--- config.mk ---
export PLATFORM = sky130hd
export DESIGN_NAME = temperature_lcd_segment_encoder
export DESIGN_NICKNAME = d
export VERILOG_FILES = /design/src/design/tlse_pkg.sv /design/src/design/tlse_queue.sv /design/src/design/tlse_front.sv /design/src/design/tlse_back.sv /design/src/design/temperature_lcd_segment_encoder.sv
export SDC_FILE = /design/constraint.sdc
export NUM_CORES = 1
export LEC_CHECK = 0
export CORE_MARGIN = 8
export CORE_UTILIZATION = 40
export CTS_CLUSTER_SIZE = 10
export DETAILED_ROUTE_END_ITERATION = 12
export DONT_BUFFER_PORTS = 1
export PLACE_DENSITY = 0.55
export SLEW_MARGIN = 20
export SYNTH_ARGS = -nofsm -noshare
export SYNTH_HDL_FRONTEND = slang
export SYNTH_SLANG_ARGS = --single-unit
export TNS_END_PERCENT = 5
--- constraint.sdc ---
create_clock -name clk -period 22.4 [get_ports clk]
set_clock_uncertainty 0.1 [all_clocks]
set_input_delay 2.24 -clock clk [delete_from_list [all_inputs] [get_ports clk]]
set_output_delay 2.24 -clock clk [all_outputs]
set_load 0.05 [all_outputs]
--- src/design/tlse_pkg.sv ---
// Types, constants and lookup functions of the temperature LCD segment encoder.
`timescale 1ns / 1ps
`default_nettype none

package tlse_pkg;

    typedef logic [3:0] bcd_t;
    typedef logic [13:0] dec_val_t;

    typedef struct packed {
        logic [14:0] setpoint;
        logic [13:0] actual_temp;
        logic        blank_set;
        logic [15:0] probe_reading;
    } tlse_in_t;

    typedef struct packed {
        logic [3:0] lcd_address;
        logic [7:0] lcd_data;
        logic       last_write;
    } tlse_out_t;

    typedef enum logic [1:0] {
        SET_NUM,
        SET_DASH,
        SET_BLANK
    } set_mode_t;

    // Classified item: index 0 is the thousands digit, 3 the units digit.
    typedef struct packed {
        bcd_t [3:0] act_dig;
        bcd_t [3:0] set_dig;
        set_mode_t  set_mode;
        logic       probe_lit;
    } tlse_rec_t;

    localparam dec_val_t   VALUE_MAX    = 14'd9999;
    localparam logic [7:0] SEG_DASH     = 8'h04;
    localparam logic [7:0] SEG_BLANK    = 8'h00;
    localparam logic [15:0] THRESH_RESET = 16'd2000;
    localparam logic [1:0] STEP_UNITS   = 2'd3;
    localparam logic [2:0] LAST_IDX     = 3'd7;
    localparam logic [1:0] PAIR_SETPT   = 2'd2;
    localparam logic [1:0] PAIR_PROBE   = 2'd3;

    function automatic logic [7:0] seg_lookup(input bcd_t d);
        logic [7:0] s;
        unique case (d)
            4'd0:    s = 8'hFA;
            4'd1:    s = 8'h0A;
            4'd2:    s = 8'hD6;
            4'd3:    s = 8'h9E;
            4'd4:    s = 8'h2E;
            4'd5:    s = 8'hBC;
            4'd6:    s = 8'hFC;
            4'd7:    s = 8'h1A;
            4'd8:    s = 8'hFE;
            4'd9:    s = 8'hBE;
            default: s = SEG_BLANK;
        endcase
        return s;
    endfunction

    // Place value extracted at each front step.
    function automatic dec_val_t step_unit(input logic [1:0] step);
        dec_val_t u;
        unique case (step)
            2'd0:    u = 14'd1000;
            2'd1:    u = 14'd100;
            2'd2:    u = 14'd10;
            default: u = 14'd1;
        endcase
        return u;
    endfunction

    // Leading digit of v (v < 10 * unit): count of multiples not above v.
    function automatic bcd_t digit_of(input dec_val_t v, input dec_val_t unit);
        bcd_t        d;
        logic [17:0] mult;
        d = 4'd0;
        for (int k = 1; k < 10; k++) begin
            mult = 18'(unit) * 18'(k);
            if ({4'd0, v} >= mult) begin
                d = 4'(k);
            end
        end
        return d;
    endfunction

    function automatic dec_val_t clamp_val(input dec_val_t v);
        return (v > VALUE_MAX) ? VALUE_MAX : v;
    endfunction

endpackage

`default_nettype wire

--- src/design/tlse_queue.sv ---
// Small register FIFO between the front and back parts.
`timescale 1ns / 1ps
`default_nettype none

module tlse_queue #(
    parameter int WIDTH = 8,
    parameter int DEPTH = 2
) (
    input  wire logic             clk,
    input  wire logic             rst_n,
    input  wire logic             push,
    input  wire logic [WIDTH-1:0] push_data,
    output logic                  full,
    input  wire logic             pop,
    output logic [WIDTH-1:0]      pop_data,
    output logic                  empty
);

    localparam int PTR_W = (DEPTH > 1) ? $clog2(DEPTH) : 1;
    localparam int CNT_W = $clog2(DEPTH + 1);
    localparam logic [PTR_W-1:0] PTR_LAST = PTR_W'(DEPTH - 1);
    localparam logic [CNT_W-1:0] CNT_FULL = CNT_W'(DEPTH);

    logic [WIDTH-1:0] mem_reg [DEPTH];
    logic [PTR_W-1:0] wr_ptr_reg, wr_ptr_next;
    logic [PTR_W-1:0] rd_ptr_reg, rd_ptr_next;
    logic [CNT_W-1:0] count_reg, count_next;

    assign full     = (count_reg == CNT_FULL);
    assign empty    = (count_reg == '0);
    assign pop_data = mem_reg[rd_ptr_reg];

    always_comb
    begin
        wr_ptr_next = wr_ptr_reg;
        rd_ptr_next = rd_ptr_reg;
        count_next  = count_reg;
        if (push) begin
            wr_ptr_next = (wr_ptr_reg == PTR_LAST) ? '0 : wr_ptr_reg + 1'b1;
        end
        if (pop) begin
            rd_ptr_next = (rd_ptr_reg == PTR_LAST) ? '0 : rd_ptr_reg + 1'b1;
        end
        if (push && !pop) begin
            count_next = count_reg + 1'b1;
        end else if (pop && !push) begin
            count_next = count_reg - 1'b1;
        end
    end

    always_ff @(posedge clk or negedge rst_n)
    begin
        if (!rst_n) begin
            wr_ptr_reg <= '0;
            rd_ptr_reg <= '0;
            count_reg  <= '0;
        end else begin
            wr_ptr_reg <= wr_ptr_next;
            rd_ptr_reg <= rd_ptr_next;
            count_reg  <= count_next;
        end
    end

    always_ff @(posedge clk)
    begin
        if (push) begin
            mem_reg[wr_ptr_reg] <= push_data;
        end
    end

endmodule

`default_nettype wire

--- src/design/tlse_front.sv ---
// Front part: takes input words, classifies the set value, splits both values into digits.
`timescale 1ns / 1ps
`default_nettype none

module tlse_front
    import tlse_pkg::*;
(
    input  wire logic        clk,
    input  wire logic        rst_n,
    input  wire logic        in_valid,
    output logic             in_stall,
    input  wire tlse_in_t    in_data,
    input  wire logic        cfg_valid,
    output logic             cfg_ready,
    input  wire logic [15:0] cfg_data,
    output logic             push,
    output tlse_rec_t        push_rec,
    input  wire logic        full
);

    logic        busy_reg, busy_next;
    logic [1:0]  step_reg, step_next;
    logic [15:0] thresh_reg, thresh_next;
    dec_val_t    aval_reg, aval_next;
    dec_val_t    sval_reg, sval_next;
    bcd_t [3:0]  adig_reg, adig_next;
    bcd_t [3:0]  sdig_reg, sdig_next;
    set_mode_t   mode_reg, mode_next;
    logic        probe_reg, probe_next;

    logic        accept;
    dec_val_t    unit;
    bcd_t        adig, sdig;
    logic [17:0] aprod, sprod;

    assign in_stall  = busy_reg;
    assign cfg_ready = 1'b1;
    assign accept    = in_valid && !busy_reg;

    assign unit  = step_unit(step_reg);
    assign adig  = digit_of(aval_reg, unit);
    assign sdig  = digit_of(sval_reg, unit);
    assign aprod = 18'(unit) * 18'(adig);
    assign sprod = 18'(unit) * 18'(sdig);

    assign push = busy_reg && (step_reg == STEP_UNITS) && !full;

    always_comb
    begin
        push_rec           = '0;
        push_rec.act_dig   = adig_reg;
        push_rec.set_dig   = sdig_reg;
        push_rec.act_dig[3] = aval_reg[3:0];
        push_rec.set_dig[3] = sval_reg[3:0];
        push_rec.set_mode  = mode_reg;
        push_rec.probe_lit = probe_reg;
    end

    always_comb
    begin
        busy_next   = busy_reg;
        step_next   = step_reg;
        thresh_next = thresh_reg;
        aval_next   = aval_reg;
        sval_next   = sval_reg;
        adig_next   = adig_reg;
        sdig_next   = sdig_reg;
        mode_next   = mode_reg;
        probe_next  = probe_reg;

        if (cfg_valid) begin
            thresh_next = cfg_data;
        end

        if (accept) begin
            busy_next  = 1'b1;
            step_next  = '0;
            aval_next  = clamp_val(in_data.actual_temp);
            sval_next  = clamp_val(in_data.setpoint[13:0]);
            probe_next = (in_data.probe_reading < thresh_reg);
            if (in_data.blank_set) begin
                mode_next = SET_BLANK;
            end else if (in_data.setpoint[14] || (in_data.setpoint == '0)) begin
                mode_next = SET_DASH;
            end else begin
                mode_next = SET_NUM;
            end
        end else if (busy_reg) begin
            if (step_reg != STEP_UNITS) begin
                // peel one decimal digit off each value
                adig_next[step_reg] = adig;
                sdig_next[step_reg] = sdig;
                aval_next = aval_reg - aprod[13:0];
                sval_next = sval_reg - sprod[13:0];
                step_next = step_reg + 1'b1;
            end else if (!full) begin
                busy_next = 1'b0;
            end
        end
    end

    always_ff @(posedge clk or negedge rst_n)
    begin
        if (!rst_n) begin
            busy_reg   <= 1'b0;
            step_reg   <= '0;
            thresh_reg <= THRESH_RESET;
        end else begin
            busy_reg   <= busy_next;
            step_reg   <= step_next;
            thresh_reg <= thresh_next;
        end
    end

    always_ff @(posedge clk)
    begin
        aval_reg  <= aval_next;
        sval_reg  <= sval_next;
        adig_reg  <= adig_next;
        sdig_reg  <= sdig_next;
        mode_reg  <= mode_next;
        probe_reg <= probe_next;
    end

endmodule

`default_nettype wire

--- src/design/tlse_back.sv ---
// Back part: turns queued digits into eight writes, one per unstalled cycle.
`timescale 1ns / 1ps
`default_nettype none

module tlse_back
    import tlse_pkg::*;
(
    input  wire logic      clk,
    input  wire logic      rst_n,
    input  wire tlse_rec_t head,
    input  wire logic      head_valid,
    output logic           pop,
    output logic           out_valid,
    input  wire logic      out_stall,
    output tlse_out_t      out_data
);

    logic [2:0] idx_reg, idx_next;
    logic       out_valid_reg, out_valid_next;
    tlse_out_t  out_data_reg, out_data_next;

    logic       advance;
    logic [1:0] pair;
    bcd_t       ad, sd;
    logic       lead_blank;
    logic [7:0] useg, dseg, icon;

    assign out_valid = out_valid_reg;
    assign out_data  = out_data_reg;

    assign advance = head_valid && (!out_valid_reg || !out_stall);
    assign pop     = advance && (idx_reg == LAST_IDX);
    assign pair    = idx_reg[2:1];
    assign ad      = head.act_dig[pair];
    assign sd      = head.set_dig[pair];

    always_comb
    begin
        // thousands blank below 1000, hundreds blank below 100
        lead_blank = 1'b0;
        if (pair == 2'd0) begin
            lead_blank = 1'b1;
        end else if (pair == 2'd1) begin
            lead_blank = (head.act_dig[0] == '0);
        end
        useg = (lead_blank && (ad == '0)) ? SEG_BLANK : seg_lookup(ad);

        lead_blank = 1'b0;
        if (pair == 2'd0) begin
            lead_blank = 1'b1;
        end else if (pair == 2'd1) begin
            lead_blank = (head.set_dig[0] == '0);
        end
        unique case (head.set_mode)
            SET_NUM:   dseg = (lead_blank && (sd == '0)) ? SEG_BLANK : seg_lookup(sd);
            SET_DASH:  dseg = SEG_DASH;
            default:   dseg = SEG_BLANK;
        endcase

        icon = 8'h00;
        if (pair == PAIR_SETPT) begin
            icon = {(head.set_mode == SET_NUM), 6'd0, 1'b1};
        end else if (pair == PAIR_PROBE) begin
            icon = {1'b1, 6'd0, head.probe_lit};
        end
    end

    always_comb
    begin
        idx_next       = idx_reg;
        out_valid_next = out_valid_reg;
        out_data_next  = out_data_reg;
        if (advance) begin
            idx_next                  = idx_reg + 1'b1;
            out_valid_next            = 1'b1;
            out_data_next.lcd_address = {idx_reg, 1'b0};
            out_data_next.last_write  = (idx_reg == LAST_IDX);
            if (idx_reg[0]) begin
                out_data_next.lcd_data = icon | {1'b0, dseg[3:0], 3'b000}
                                       | {4'b0000, useg[3:1], 1'b0};
            end else begin
                out_data_next.lcd_data = {dseg[7:4], useg[7:4]};
            end
        end else if (!out_stall) begin
            out_valid_next = 1'b0;
        end
    end

    always_ff @(posedge clk or negedge rst_n)
    begin
        if (!rst_n) begin
            idx_reg       <= '0;
            out_valid_reg <= 1'b0;
        end else begin
            idx_reg       <= idx_next;
            out_valid_reg <= out_valid_next;
        end
    end

    always_ff @(posedge clk)
    begin
        out_data_reg <= out_data_next;
    end

endmodule

`default_nettype wire

--- src/design/temperature_lcd_segment_encoder.sv ---
// Top level of the temperature LCD segment encoder.
//
//  channel | direction | handshake          | word
//  in      | input     | in_valid/in_stall   | tlse_in_t: set, actual, blank, probe
//  out     | output    | out_valid/out_stall | tlse_out_t: address, data, last
//  cfg     | input     | cfg_valid/cfg_ready | probe_threshold, 16 bit
//
// One input word gives eight output words; the back part emits one word per
// cycle while out_stall is low and the queue holds a word.
// The front works through accept, three digit steps and queue push, stalling the input meanwhile.
// out_valid for the first output word rises after the digit steps, the queue and the output register.
// Reset clears the control state and sets the threshold to 2000.
// A stalled output holds the back part; the queue lets the front keep going until it is full.
`timescale 1ns / 1ps
`default_nettype none

module temperature_lcd_segment_encoder
    import tlse_pkg::*;
#(
    parameter int QUEUE_DEPTH = 2
) (
    input  wire logic        clk,
    input  wire logic        rst_n,
    input  wire logic        in_valid,
    output logic             in_stall,
    input  wire tlse_in_t    in_data,
    output logic             out_valid,
    input  wire logic        out_stall,
    output tlse_out_t        out_data,
    input  wire logic        cfg_valid,
    output logic             cfg_ready,
    input  wire logic [15:0] cfg_data
);

    logic      push, full, pop, empty;
    tlse_rec_t push_rec, head;

    tlse_front u_front (
        .clk       (clk),
        .rst_n     (rst_n),
        .in_valid  (in_valid),
        .in_stall  (in_stall),
        .in_data   (in_data),
        .cfg_valid (cfg_valid),
        .cfg_ready (cfg_ready),
        .cfg_data  (cfg_data),
        .push      (push),
        .push_rec  (push_rec),
        .full      (full)
    );

    tlse_queue #(
        .WIDTH ($bits(tlse_rec_t)),
        .DEPTH (QUEUE_DEPTH)
    ) u_queue (
        .clk       (clk),
        .rst_n     (rst_n),
        .push      (push),
        .push_data (push_rec),
        .full      (full),
        .pop       (pop),
        .pop_data  (head),
        .empty     (empty)
    );

    tlse_back u_back (
        .clk        (clk),
        .rst_n      (rst_n),
        .head       (head),
        .head_valid (!empty),
        .pop        (pop),
        .out_valid  (out_valid),
        .out_stall  (out_stall),
        .out_data   (out_data)
    );

endmodule

`default_nettype wire

Word level (Yosys, flattened, before mapping)
Memory sizes are Yosys's and may differ from the RTL's.
Cells that the tools add are included.

word-level totals
  flip-flop bits (word level) = 102
  memory bits (writable) = 70
  memory bits (read-only) = 224
  bits of input ports = 67
  output and inout bits = 16
  logic and storage cells = 173
  memories kept = 3

memories
  memory           depth  width  rd ports  clocked after Yosys merged registers in  wr ports  line              source
  (no name shown)  16     7      1         0                                        0         tlse_pkg.sv:48    unique case (d)
  (no name shown)  16     7      1         0                                        0         tlse_pkg.sv:48
  u_queue.mem_reg  2      35     1         0                                        1         tlse_queue.sv:24  logic [WIDTH-1:0] mem_reg [DEPTH];

cells by class
  add/sub/neg operators = 8
  $mul = 7
  $lt $le $gt $ge = 24
  equality and inequality tests = 11
  multiplexer cells = 61
  bitwise logic cells = 3
  reductions and logical operators = 33

operators by type and width
  operator                                             count
  2-to-1 mux 14 bit                                    8
  >= comparator 14 x 17 -> 1 bit                       6
  2-to-1 mux 8 bit                                     5
  >= comparator 14 x 18 -> 1 bit                       2
  bitwise mux 16 bit                                   2
  >= comparator 14 x 16 -> 1 bit                       2
  case mux 10 bit (3 select lines)                     1
  >= comparator 14 x 10 -> 1 bit                       2
  >= comparator 14 x 11 -> 1 bit                       2
  >= comparator 14 x 12 -> 1 bit                       2
  >= comparator 14 x 13 -> 1 bit                       2
  > comparator 14 bit (second input constant)          2
  multiplier 10 x 4 -> 14 bit                          2
  2-to-1 mux 4 bit                                     7
  subtractor 14 bit                                    2
  multiplier 10 x 3 -> 13 bit (second input constant)  2
  multiplier 10 x 2 -> 12 bit (second input constant)  2
  2-to-1 mux 3 bit                                     8
  2-to-1 mux 2 bit                                     9
  2-to-1 mux 1 bit                                     17
  binary-select mux 4 bit (select 2 bit)               2
  logical NOT 4 bit                                    4
  less-than comparator 16 bit                          1
  case mux 8 bit (2 select lines)                      1
  24 further kinds                                     54

Longest topological paths before layout
Gate-level depths: netlist of run 1.

  depth after elaboration = 17
  gate-level depth with buffers = 35
  mapped depth without buffers = 34

Cells and area by module
A second synthesis of run 1 with hierarchy kept.

unflattened totals
  cell total of the unflattened synthesis = 1403
  area, all modules = 14507.7 um2

by module, submodules not included
  module                           instances  cells each  area an instance (um2)  seq. area each (um2)
  tlse_front                       1          1154        10264.8                 2134.5
  tlse_queue                       1          125         2862.7                  2202.1
  tlse_back                        1          123         1376.3                  460.4
  temperature_lcd_segment_encoder  1          1           3.8                     0.0

Worst setup path before layout of run 1
Ideal clock, no wire load.

  path type = register to register
  start = register u_front.step_reg[1]
  end = register u_front.aval_reg[13], data pin
  library setup time = 0.269 ns
  arrival = 7.520 ns
  required time = 22.031 ns
  slack = 14.511 ns
  stages on the path, launching flop included = 33
  path buffers = 1
  clock period less this slack = 7.889 ns
  path through = dfrtp_1 -> inv_1 -> ha_1 -> buf_6 -> o21ai_0 -> clkinv_1 -> ha_1 -> nor3_1 -> a21oi_1 -> xnor2_1 -> ha_1 -> a211oi_1 -> o21ai_0 -> a2111oi_0 -> a21oi_1 -> nor2_1 -> inv_1 -> nor4_4 -> nor3_1 -> fa_1 -> ha_1 -> inv_1 -> fa_1 -> ha_1 -> and2_1 -> o21ai_0 -> nand3b_1 -> a21o_1 -> a21o_1 -> a41o_1 -> o41ai_1 -> xnor2_1 -> o21ai_0

on the way
  cells in the longest elaborated chain, start to end = 17

RTL lines
  item                                                                                     line               source
  start: declaration                                                                       tlse_front.sv:22   logic [1:0] step_reg, step_next;
  start signal: assignment                                                                 tlse_front.sv:110  step_reg <= step_next;
  == test 2 bit, or another cell as far along                                              tlse_pkg.sv:67     unique case (step)
  case mux 10 bit (3 select lines) (*)                                                     tlse_pkg.sv:67
  parallel branches: the longest is 10 deep, another holds >= comparator 14 x 16 -> 1 bit  --
  multiplier 10 x 4 -> 14 bit (*)                                                          tlse_front.sv:43   assign aprod = 18'(unit) * 18'(adig);
  subtractor 14 bit (*)                                                                    tlse_front.sv:93   aval_next = aval_reg - aprod[13:0];
  2-to-1 mux 14 bit (*)                                                                    tlse_front.sv:89   if (step_reg != STEP_UNITS) begin
  2-to-1 mux 14 bit (*)                                                                    tlse_front.sv:88   end else if (busy_reg) begin
  2-to-1 mux 14 bit (*)                                                                    tlse_front.sv:75   if (accept) begin
  via u_front.aval_next[13]                                                                tlse_front.sv:24   dec_val_t aval_reg, aval_next;
  end signal: assignment                                                                   tlse_front.sv:117  aval_reg <= aval_next;
  end: declaration                                                                         tlse_front.sv:24

Mark *: on every way through the listed nets, which the timed path passes. The select of a mux whose other input is x is not followed.
A chain may end at the register's enable or synchronous reset.

Worst setup path after layout of run 1
  start = register u_front.step_reg[1]
  end = register u_front.aval_reg[13], data pin

RTL lines
  item                                                                           line                            source
  == test 2 bit, or another cell as far along                                    tlse_pkg.sv:67
  case mux 10 bit (3 select lines) (*)                                           tlse_pkg.sv:67
  multiplier 10 x 2 -> 12 bit or >= comparator 14 x 11 -> 1 bit (tied branches)  tlse_pkg.sv:82, tlse_pkg.sv:83
  >= comparator 14 x 16 -> 1 bit or 2-to-1 mux 2 bit (tied branches)             tlse_pkg.sv:83                  if ({4'd0, v} >= mult) begin
  2-to-1 mux 2 bit                                                               tlse_pkg.sv:83
  2-to-1 mux 3 bit (4 in a row)                                                  tlse_pkg.sv:83
  2-to-1 mux 4 bit                                                               tlse_pkg.sv:83
  2-to-1 mux 4 bit (*)                                                           tlse_pkg.sv:83
  via u_front.adig[1]                                                            tlse_front.sv:33                bcd_t adig, sdig;
  multiplier 10 x 4 -> 14 bit (*)                                                tlse_front.sv:43
  subtractor 14 bit (*)                                                          tlse_front.sv:93
  2-to-1 mux 14 bit (*)                                                          tlse_front.sv:89
  2-to-1 mux 14 bit (*)                                                          tlse_front.sv:88
  2-to-1 mux 14 bit (*)                                                          tlse_front.sv:75
  via u_front.aval_next[13]                                                      tlse_front.sv:24

Mark *: on every way through the listed nets, which the timed path passes. The rest lies on a longest branch. The select of a mux whose other input is x is not followed.

==> results.md, run 1 <==
- Crit path from: u_front.step_reg[1]$_DFFE_PN0P_
- Placer Congestion: 0.9133
- FFs w/ async S/R, synth: 16.46%
- Tightest Hold Check Type: reg2reg
- Post-synth top flop: edfxtp_1
- CP Buf/Inv Count: 3
- Port buffer count: 0
- FF+latch area: 4797 sq um
- Hold Fails Final Rpt: 0
- Residual DRC: 0
- Gr ovfl total: 0
- CTS Buffer Depth: 2
- Core area: 35220 sq um
- WP data arrival: 8.74 ns
- Pin count of the biggest net entering global routing: 36
- Kind of critical path: reg2reg
- Max reg flops: 70
- Layout overhead on the synthesized area: 7.994%
- Crit Reg-Reg Startpoint: u_front.step_reg[1]$_DFFE_PN0P_
- I/O pins: 83
- Skew-Pair Late Insertion Delay: 0.45 ns
- Root Buffer: clkbuf_16
- Nets: 1724
- Initial drt markers: 708
- Family with the most delay on the worst path: compound AO/OA/AOI/OAI gates
- Worst Tran Pin Value: 1.015 ns
- Drt pass-1 iters: 5
- Routed wire per std cell: 19.43 microns
- Flop2flop setup slack: 13.74 ns
- DIE WIDTH: 204.3 microns
- Yosys reg bits: 164
- Number of synthesized flops with an enable pin: 137
- Final setup viols: 0
- Mapped Area: 14180 sq um
- Most frequent CP cell: ha_1
- YS warnings: 0
- Fin crit share: 38.65%
- Post-DP HPWL: 27.41 mm
- Post-CTS sizing: 0
- CP Max Fanout: 25
- CP peak stage delay: 0.79 ns
- Distinct cell type count after synthesis: 91
- DR vias/cell: 5.552
- Clock sink total: 164
- Number of global-route vias before repair: 10.23k
- Global-route wire length before repair: 57.42 mm
- Post-synth top area share: 29.01%
- Share of cells above drive strength 1: 7.066%
- Synth area leader: edfxtp_1
- Fillers: 3412
- Fmax: 0.1155 GHz
- H-tree levels: 4
- Pins Over Slew Limit: 0
- # hold bufs at CTS: 0
- Antenna Nets Post-Route: 0
- RSZ-0062 raised after global routing: false
- Clk slew on worst S/H paths: 0.08 ns
- CTS tree: built
- Final WL: 36.20 mm
- Post-CTS setup buffers: 0
- Chip Height: 204.3 microns
- Die area: 41730 sq um
- Worst EP required: 22.49 ns
- CTS buffer count: 17
- Setup TNS Final: 0 ns
- CP max stage cell: a21oi_1
- Area taken by multi-input logic gates: 8616 sq um
- Avg Cell Area, Syn: 10.22 sq um
- Sequential area share after synthesis: 33.83%
- Initial Util: 40.26%
- Min-delay src: u_front.probe_reg$_DFFE_PP_
- Worst setup EP type: flop
- Status: finished clean
- Row cnt: 69
- Synth area leaders: edfxtp_1 29%, ha_1 19%, fa_1 6.8%
- Syn Nets: 1723
- Gr usage total: 17.46%
- Max-cap violations: 0
- Gate Count Post-Synth: 1387
- Via count: 10.34k
- CP Launch Type: flop
- Rel. slew slack: 32.17%
- Antenna violations before repair: 0
- Minimum clock period: 8.659 ns
worst reg2reg max path, delay by kind of cell, from the launching register on:
family	cells	cell delay, ns
compound gates	11	3.39
fa+ha+maj	6	1.98
simple gates	6	1.18
buf+inv	3	0.72
flops	1	0.69
xor+xnor	2	0.34
final timing paths:
kind,endpoint,cells past startpoint
setup / recovery,u_front.aval_reg[13]$_DFFE_PP_,28
hold / removal,u_queue.mem_reg[1][0]$_DFFE_PP_,0
setup reg to reg,u_front.aval_reg[13]$_DFFE_PP_,28
hold reg to reg,u_queue.mem_reg[1][0]$_DFFE_PP_,0
max in group asynchronous,u_front.thresh_reg[6]$_DFFE_PN1P_,0
min in group asynchronous,u_front.step_reg[0]$_DFFE_PN0P_,0
layer usage:
| metal | part of all wire, % | global-route usage, % | wire length [microns] |
|---|---|---|---|
| met1 | 47 | 23.89 | 17020 |
| met2 | 47 | 28.56 | 16880 |
| met3 | 4.7 | 2.393 | 1685 |
| met4 | 1.7 | 4.860 | 614 |
| met5 | 0 | 0 | 0 |
layout by cell type (no fill, tap or decap), types with 10 or more instances in the layout:
cell / instances
o21a_1: 15
xnor2_1: 34
o211ai_1: 11
nand2b_1: 14
o21ai_0: 81
dfrtp_1: 21
nor2_1: 78
inv_1: 161
nand2_1: 96
a211oi_1: 12
nor2b_1: 21
mux2i_1: 13
a21oi_1: 90
clkbuf_16: 17
nor3_1: 24
a21o_1: 20
nand4_1: 12
xor2_1: 11
a211o_1: 12
edfxtp_1: 137
ha_1: 221
fa_1: 48
nand3_1: 16
mux4_2: 10
and2_1: 15
buf_4: 11
logic make-up (layout without fill, tap and decap cells):
kind of cell	count (synthesis)	after routing	share of synthesized area, %
other	2	3	0.05296
adders and majority gates	273	273	26.56
DFF	164	164	33.83
xor gates and xnor gates	45	45	2.779
AOI/OAI and AO/OA	351	351	16.65
and+or+nand+nor	326	326	11.44
buffers and inverters	195	209	5.549
muxes	31	31	3.141
Yosys cell counts, types with 6 or more instances:
| library cell | instances |
|---|---|
| a2111oi_0 | 7 |
| a211o_1 | 12 |
| a211oi_1 | 12 |
| a21o_1 | 20 |
| a21oi_1 | 91 |
| a221oi_1 | 7 |
| a31oi_1 | 7 |
| and2_1 | 15 |
| clkbuf_1 | 18 |
| dfrtp_1 | 21 |
| dfstp_2 | 6 |
| edfxtp_1 | 137 |
| fa_1 | 48 |
| ha_1 | 221 |
| inv_1 | 161 |
| mux2_2 | 8 |
| mux2i_1 | 13 |
| mux4_2 | 10 |
| nand2_1 | 96 |
| nand2b_1 | 14 |
| nand3_1 | 16 |
| nand3b_1 | 7 |
| nand4_1 | 12 |
| nor2_1 | 78 |
| nor2b_1 | 22 |
| nor3_1 | 24 |
| nor4_1 | 9 |
| o211ai_1 | 11 |
| o21a_1 | 15 |
| o21ai_0 | 81 |
| o21bai_1 | 9 |
| o31ai_1 | 7 |
| or2_2 | 7 |
| or3_1 | 6 |
| xnor2_1 | 34 |
| xor2_1 | 11 |
per-stage QoR:
step | setup slack (ns) | cells | utilization (%) | cell area (sq um) | hold slack [ns]
floorplan | 14.51 | 1387 | - | 14180 | 0.3215
global placement | 14.00 | 1830 | 41.72 | 14700 | 0.3247
detailed placement | 13.84 | 1830 | 41.72 | 14700 | 0.3306
CTS | 13.81 | 1862 | 43.47 | 15310 | 0.3425
global route | 12.82 | 1862 | 43.47 | 15310 | 0.3450
finish | 13.74 | 1863 | 43.48 | 15310 | 0.3411
cell type report:
cell class	instances	share of cell area, %
antenna	1	0.01634
multi-input combinational	1028	56.26
inverter	166	4.069
tap	461	3.766
clock inverter	15	1.250
sequential	164	31.32
timing repair buffer	11	0.5392
clock buffer	17	2.778
Power of run 1 is not shown: default switching activity piles up to over one toggle a cycle in this logic, so the estimate is an artifact.
==> run 2, diff against run 1 <==
Settings changed: PLACE_DENSITY 0.55 to 0.57.
Clock period 22.4 ns to 7.7 ns, I/O delays scaled along.
==> run 2 against run 1 <==
  * Non-clock buffer count grew 27
  * Register-to-register slack lost 13 ns
  * Die area is the same
  * Utilization increased by 0.65 points
  * Clock-buffer cell count is the same
  * Design area grew 1.5%
  * Final cell count grew 1.4%
  * Global-route usage decreased by 0.11 points
  * Maximum frequency up 21%
  * First-iteration DRC count rose by 0.28%
  * Critical path depth is 3 higher
  * Critical endpoint unchanged
  * Highest routed layer unchanged
==> results.md, run 2 (synthesized netlist as in run 1, its figures left out) <==
- CTS Buffer Depth: 2 (unchanged)
- RSZ-0062 raised after global routing: false
- Gr usage total: 17.34% (-0.11 points)
- Port buffer count: 0 (unchanged)
- Minimum clock period: 7.185 ns (-1.474 ns)
- Crit Reg-Reg Startpoint: u_front.step_reg[0]$_DFFE_PN0P_
- Antenna violations before repair: 0 (unchanged)
- Rel. slew slack: 47.20% (+15 points)
- Worst setup EP type: flop
- ANT cells: 0 (-1)
- Most common cell after layout, fill and taps aside: ha_1
- Skew-Pair Late Insertion Delay: 0.44 ns (about the same)
- Initial drt markers: 710 (+0.28%)
- Setup TNS Final: 0 ns (unchanged)
- Root Buffer: clkbuf_16
- H-tree levels: 4 (unchanged)
- Clk slew on worst S/H paths: 0.08 ns (about the same)
- Status: finished clean
- Core area: 35220 sq um (unchanged)
- Met2 routed wirelength: 16.92 mm (+0.24%)
- Max-cap violations: 0 (unchanged)
- Area taken by multi-input logic gates: 8623 sq um (about the same)
- Layout overhead on the synthesized area: 9.609%
- CP Max Fanout: 7 (-72%)
- CP max stage cell: fa_1
- WP data arrival: 7.26 ns (-1.48 ns)
- Share of cells above drive strength 1: 8.964% (+1.9 points)
- Clock sink total: 164 (unchanged)
- Crit path from: u_front.step_reg[0]$_DFFE_PN0P_
- DR top layer: met4
- CP peak stage delay: 0.47 ns (-0.32 ns)
- CTS tree: built
- Pins Over Slew Limit: 0 (unchanged)
- Met1 WL: 16.37 mm (-3.8%)
- CTS buffer count: 17 (unchanged)
- Chip Height: 204.3 microns (unchanged)
- Via count: 10.55k (+2.0%)
- R2R Path End: u_front.aval_reg[13]$_DFFE_PP_
- CP endpoint: u_front.aval_reg[13]$_DFFE_PP_
- Fillers: 3378 (-1.0%)
- Worst hold slack: 0.03470 ns (-0.3064 ns)
- Final setup viols: 0 (unchanged)
- Design area: 15540 sq um (+1.5%)
- Worst EP required: 7.78 ns (-14.71 ns)
- Met3 WL: 1.630 mm (-3.3%)
- Post-DP HPWL: 27.36 mm (-0.19%)
- Fmax: 0.1392 GHz (+21%)
- Row cnt: 69 (unchanged)
- Antenna Nets Post-Route: 0 (unchanged)
- Residual DRC: 0 (unchanged)
- Number of global-route vias before repair: 10.50k (+2.6%)
- FF+latch area: 4798 sq um (about the same)
- Post-place instance area: 14880 sq um (+1.3%)
- Routed wire per std cell: 18.80 microns (-3.2%)
- Gr ovfl total: 0 (unchanged)
- Final WL: 35.52 mm (-1.9%)
- CP Launch Type: flop
- DIE WIDTH: 204.3 microns (unchanged)
- Most frequent cells in the layout: 221 x ha_1, 161 x inv_1, 137 x edfxtp_1, 96 x nand2_1, 90 x a21oi_1
- Pin count of the biggest net entering global routing: 36 (unchanged)
- Global-route wire length before repair: 57.57 mm (+0.26%)
- Reg2reg path depth: 31 (+11%)
- Tightest Hold Check Type: in2async
- Nets: 1751 (+1.6%)
- I/O pins: 83 (unchanged)
- Fin crit share: 93.31% (+55 points)
- Kind of critical path: reg2reg
- Flop2flop setup slack: 0.52 ns (-13.23 ns)
- Initial Util: 40.26% (unchanged)
- DR vias/cell: 5.584 (+0.59%)
- Placer Congestion: 0.9092 (-0.45%)
- Die area: 41730 sq um (unchanged)
- Drt pass-1 iters: 5 (unchanged)
- Worst Tran Pin Value: 0.7699 ns (-0.2454 ns)
- Max reg flops: 70 (unchanged)
- Most frequent CP cell: ha_1
- Hold Fails Final Rpt: 0 (unchanged)
-- run 2: cell count changes in the layout (fill, tap and decap cells not counted), moves of 2 or more --
cell,change
buf_4,+25
clkinv_4,+3
buf_12,+2
inv_12,-2
inv_6,-2
-- run 2: final cells by class --
type | instances | share of cell area, %
Clock inverter | 15 | 1.199
Clock buffer | 17 | 2.737
Multi-Input combinational cell | 1028 | 55.48
Inverter | 166 | 4.009
Timing Repair Buffer | 38 | 1.996
Sequential cell | 164 | 30.87
Tap cell | 461 | 3.711
-- run 2: worst min path at each step --
stage | slack (ns) | endpoint
2_1_floorplan | 0.32 | u_queue.mem_reg[0][0]$_DFFE_PP_
3_3_place_gp | 0.32 | u_queue.mem_reg[0][23]$_DFFE_PP_
3_5_place_dp | 0.33 | u_queue.mem_reg[0][14]$_DFFE_PP_
4_1_cts | 0.01 | u_front.step_reg[0]$_DFFE_PN0P_
5_1_grt | 0.02 | u_front.step_reg[0]$_DFFE_PN0P_
6_report | 0.03 | u_front.step_reg[0]$_DFFE_PN0P_
-- run 2: per-stage QoR --
stage,setup WS [ns],instances,utilization [%]
2_1_floorplan,0.1109,1387,-
3_3_place_gp,0.6014,1855,42.25
3_5_place_dp,0.4298,1855,42.25
4_1_cts,0.3658,1888,44.05
5_1_grt,0.05927,1889,44.13
6_report,0.5152,1889,44.13
-- run 2: critical path: cells and delay by family, from the launching register on --
family	cells	cell delay, ns
AND/OR/NAND/NOR	6	1.06
adder cells (fa/ha/maj)	8	2.53
buffers and inverters	4	0.47
flip-flops	1	0.44
AO/OA/AOI/OAI	11	2.03
XOR/XNOR	2	0.29
-- run 2: routing by layer --
layer | vias to the layer above | GRT usage, %
met4 | 0 | 4.860
li1 | 5118 | -
met2 | 257 | 28.68
met1 | 5142 | 23.42
met5 | - | 0
met3 | 32 | 2.457
-- run 2: what timing repair did --
item,in CTS,in global routing
resized for setup,0,2
buffers inserted,0,0
hold buffers,1,0
endpoints found under the setup margin,0,3
endpoints found under the hold margin,21,0
Power of run 2 is left out for the same reason.
==> run 3, diff against run 2 <==
Settings changed: CORE_ASPECT_RATIO set to 0.75, CORE_UTILIZATION 40 to 55, PLACE_DENSITY 0.57 to 0.74, SETUP_SLACK_MARGIN set to 0.3.
==> run 3 against run 2 <==
  * First-iteration DRC count grew 39%
  * Setup slack better by 0.10 ns
  * Design area about the same
  * Via count up 1.4%
  * Register-to-register slack improved by 0.10 ns
  * Sequential share of layout area about the same
  * Wire length shrank 0.51%
  * Non-clock buffer count rose by 9
  * Clock-buffer cell count is the same
  * Worst hold slack worse by 0.0055 ns
  * Die area is 25% lower
==> results.md, run 3 (synthesized netlist as in run 1, its figures left out) <==
- Flop2flop setup slack: 0.62 ns (+0.10 ns)
- H-tree levels: 4 (unchanged)
- Final WL: 35.34 mm (-0.51%)
- R2R Path End: u_front.aval_reg[13]$_DFFE_PP_
- Hold Fails Final Rpt: 0 (unchanged)
- Core area: 25650 sq um (-27%)
- Worst hold slack: 0.02924 ns (-0.005460 ns)
- Chip Height: 155.1 microns (-24%)
- Kind of critical path: reg2reg
- Worst EP required: 7.78 ns (about the same)
- Final setup viols: 0 (unchanged)
- Root Buffer: clkbuf_16
- Via count: 10.70k (+1.4%)
- Fin crit share: 91.97% (-1.3 points)
- Post-DP HPWL: 26.98 mm (-1.4%)
- CTS tree: built
- I/O pins: 83 (unchanged)
- Rel. slew slack: 33.04% (-14 points)
- Status: finished clean
- RSZ-0062 raised after global routing: false
- Worst setup EP type: flop
- Gr usage total: 22.49% (+5.1 points)
- Pins Over Slew Limit: 0 (unchanged)
- CTS Buffer Depth: 2 (unchanged)
- Layout overhead on the synthesized area: 9.661% (about the same)
- WP data arrival: 7.16 ns (-0.10 ns)
- Placer Congestion: 0.9564 (+5.2%)
- Antenna Nets Post-Route: 0 (unchanged)
- DR vias/cell: 6.006 (+7.6%)
- CTS buffer count: 17 (unchanged)
- Placed Cells: 1740 (-6.2%)
- Final non-filler cell total: 1781 (-5.7%)
- Most frequent CP cell: ha_1
- Die area: 31230 sq um (-25%)
- Gr ovfl total: 0 (unchanged)
- Routed wire per std cell: 19.84 microns (+5.5%)
- Max reg flops: 70 (unchanged)
- Minimum clock period: 7.081 ns (-0.1034 ns)
- Fillers: 2099 (-38%)
- CP Max Fanout: 7 (unchanged)
- DIE WIDTH: 201.4 microns (-1.4%)
- Slack of the critical path: 0.6186 ns (+0.1034 ns)
- Max-cap violations: 0 (unchanged)
- Reg2reg path depth: 26 (-16%)
- Clock sink total: 164 (unchanged)
- Skew-Pair Late Insertion Delay: 0.44 ns (about the same)
- FF+latch area: 4798 sq um (unchanged)
- Residual DRC: 0 (unchanged)
- Worst Tran Pin Value: 1.002 ns (+0.2323 ns)
- Pin count of the biggest net entering global routing: 36 (unchanged)
- Fmax: 0.1412 GHz (+1.5%)
- Initial Util: 55.28% (+15 points)
- Nets: 1760 (+0.51%)
- Tightest Hold Check Type: in2async
- Area taken by multi-input logic gates: 8701 sq um (+0.90%)
- Number of global-route vias before repair: 10.25k (-2.4%)
- Crit Reg-Reg Startpoint: u_front.step_reg[0]$_DFFE_PN0P_
- Most frequent cells in the layout: 216 x ha_1, 161 x inv_1, 137 x edfxtp_1, 96 x nand2_1, 87 x a21oi_1
- CP max stage cell: fa_1
- Setup WS pre-CTS: 0.4902 ns (+0.06038 ns)
- CP peak stage delay: 0.47 ns (about the same)
- Clk slew on worst S/H paths: 0.08 ns (about the same)
- Drt pass-1 iters: 5 (unchanged)
- Share of cells above drive strength 1: 10.58% (+1.6 points)
- Initial drt markers: 990 (+39%)
- Setup TNS Final: 0 ns (unchanged)
- CP Launch Type: flop
- Global-route wire length before repair: 56.15 mm (-2.5%)
- Row cnt: 51 (-26%)
- Most common cell after layout, fill and taps aside: ha_1
- ANT cells: 0 (unchanged)
- Antenna violations before repair: 0 (unchanged)
- Port buffer count: 0 (unchanged)
-- run 3: layout make-up --
class	instances	area share (%)
clock buffer	17	2.736
clock inverter	15	1.191
inverter	166	4.023
multi-input combinational	1028	55.95
sequential	164	30.86
tap	344	2.768
timing repair buffer	47	2.478
-- run 3: per-layer routing --
metal / vias up / track usage, % / part of all wire (%)
met2: 417 / 33.90 / 44
met3: 29 / 4.841 / 8.3
li1: 5128 / - / -
met4: 0 / 5.276 / 1.3
met1: 5123 / 32.68 / 47
met5: - / 0 / 0
-- run 3: stage by stage --
stage | utilization (%) | instance area (sq um)
2_1_floorplan | - | 14180
3_3_place_gp | 57.52 | 14760
3_5_place_dp | 57.52 | 14760
4_1_cts | 59.98 | 15390
5_1_grt | 60.62 | 15550
6_report | 60.62 | 15550
-- run 3: what timing repair did --
action,in CTS,in global routing
setup endpoints to repair,0,11
gates resized for setup,0,27
buffers inserted,0,7
hold buffers,1,0
hold endpoints to repair,21,0
-- run 3: worst max path at each step --
stage | start | endpoint | slack (ns)
after global routing | u_front.step_reg[0]$_DFFE_PN0P_ | u_front.sval_reg[11]$_DFFE_PP_ | 0.29
after CTS | u_front.step_reg[1]$_DFFE_PN0P_ | u_front.aval_reg[13]$_DFFE_PP_ | 0.44
after floorplan | u_front.step_reg[1]$_DFFE_PN0P_ | u_front.aval_reg[13]$_DFFE_PP_ | 0.32
final | u_front.step_reg[0]$_DFFE_PN0P_ | u_front.aval_reg[13]$_DFFE_PP_ | 0.62
after global placement | u_front.step_reg[0]$_DFFE_PN0P_ | u_front.aval_reg[13]$_DFFE_PP_ | 0.62
after detailed placement | u_front.step_reg[1]$_DFFE_PN0P_ | u_front.aval_reg[13]$_DFFE_PP_ | 0.49
-- run 3: worst max-delay path: cells and delay by family, from the launching register on --
| kind | cells | cell delay [ns] |
|---|---|---|
| fa+ha+maj | 7 | 2.57 |
| flops | 1 | 0.45 |
| compound gates | 10 | 2.24 |
| simple gates | 4 | 0.59 |
| xor+xnor | 1 | 0.15 |
| buf+inv | 4 | 0.71 |
Power of run 3 is left out for the same reason.
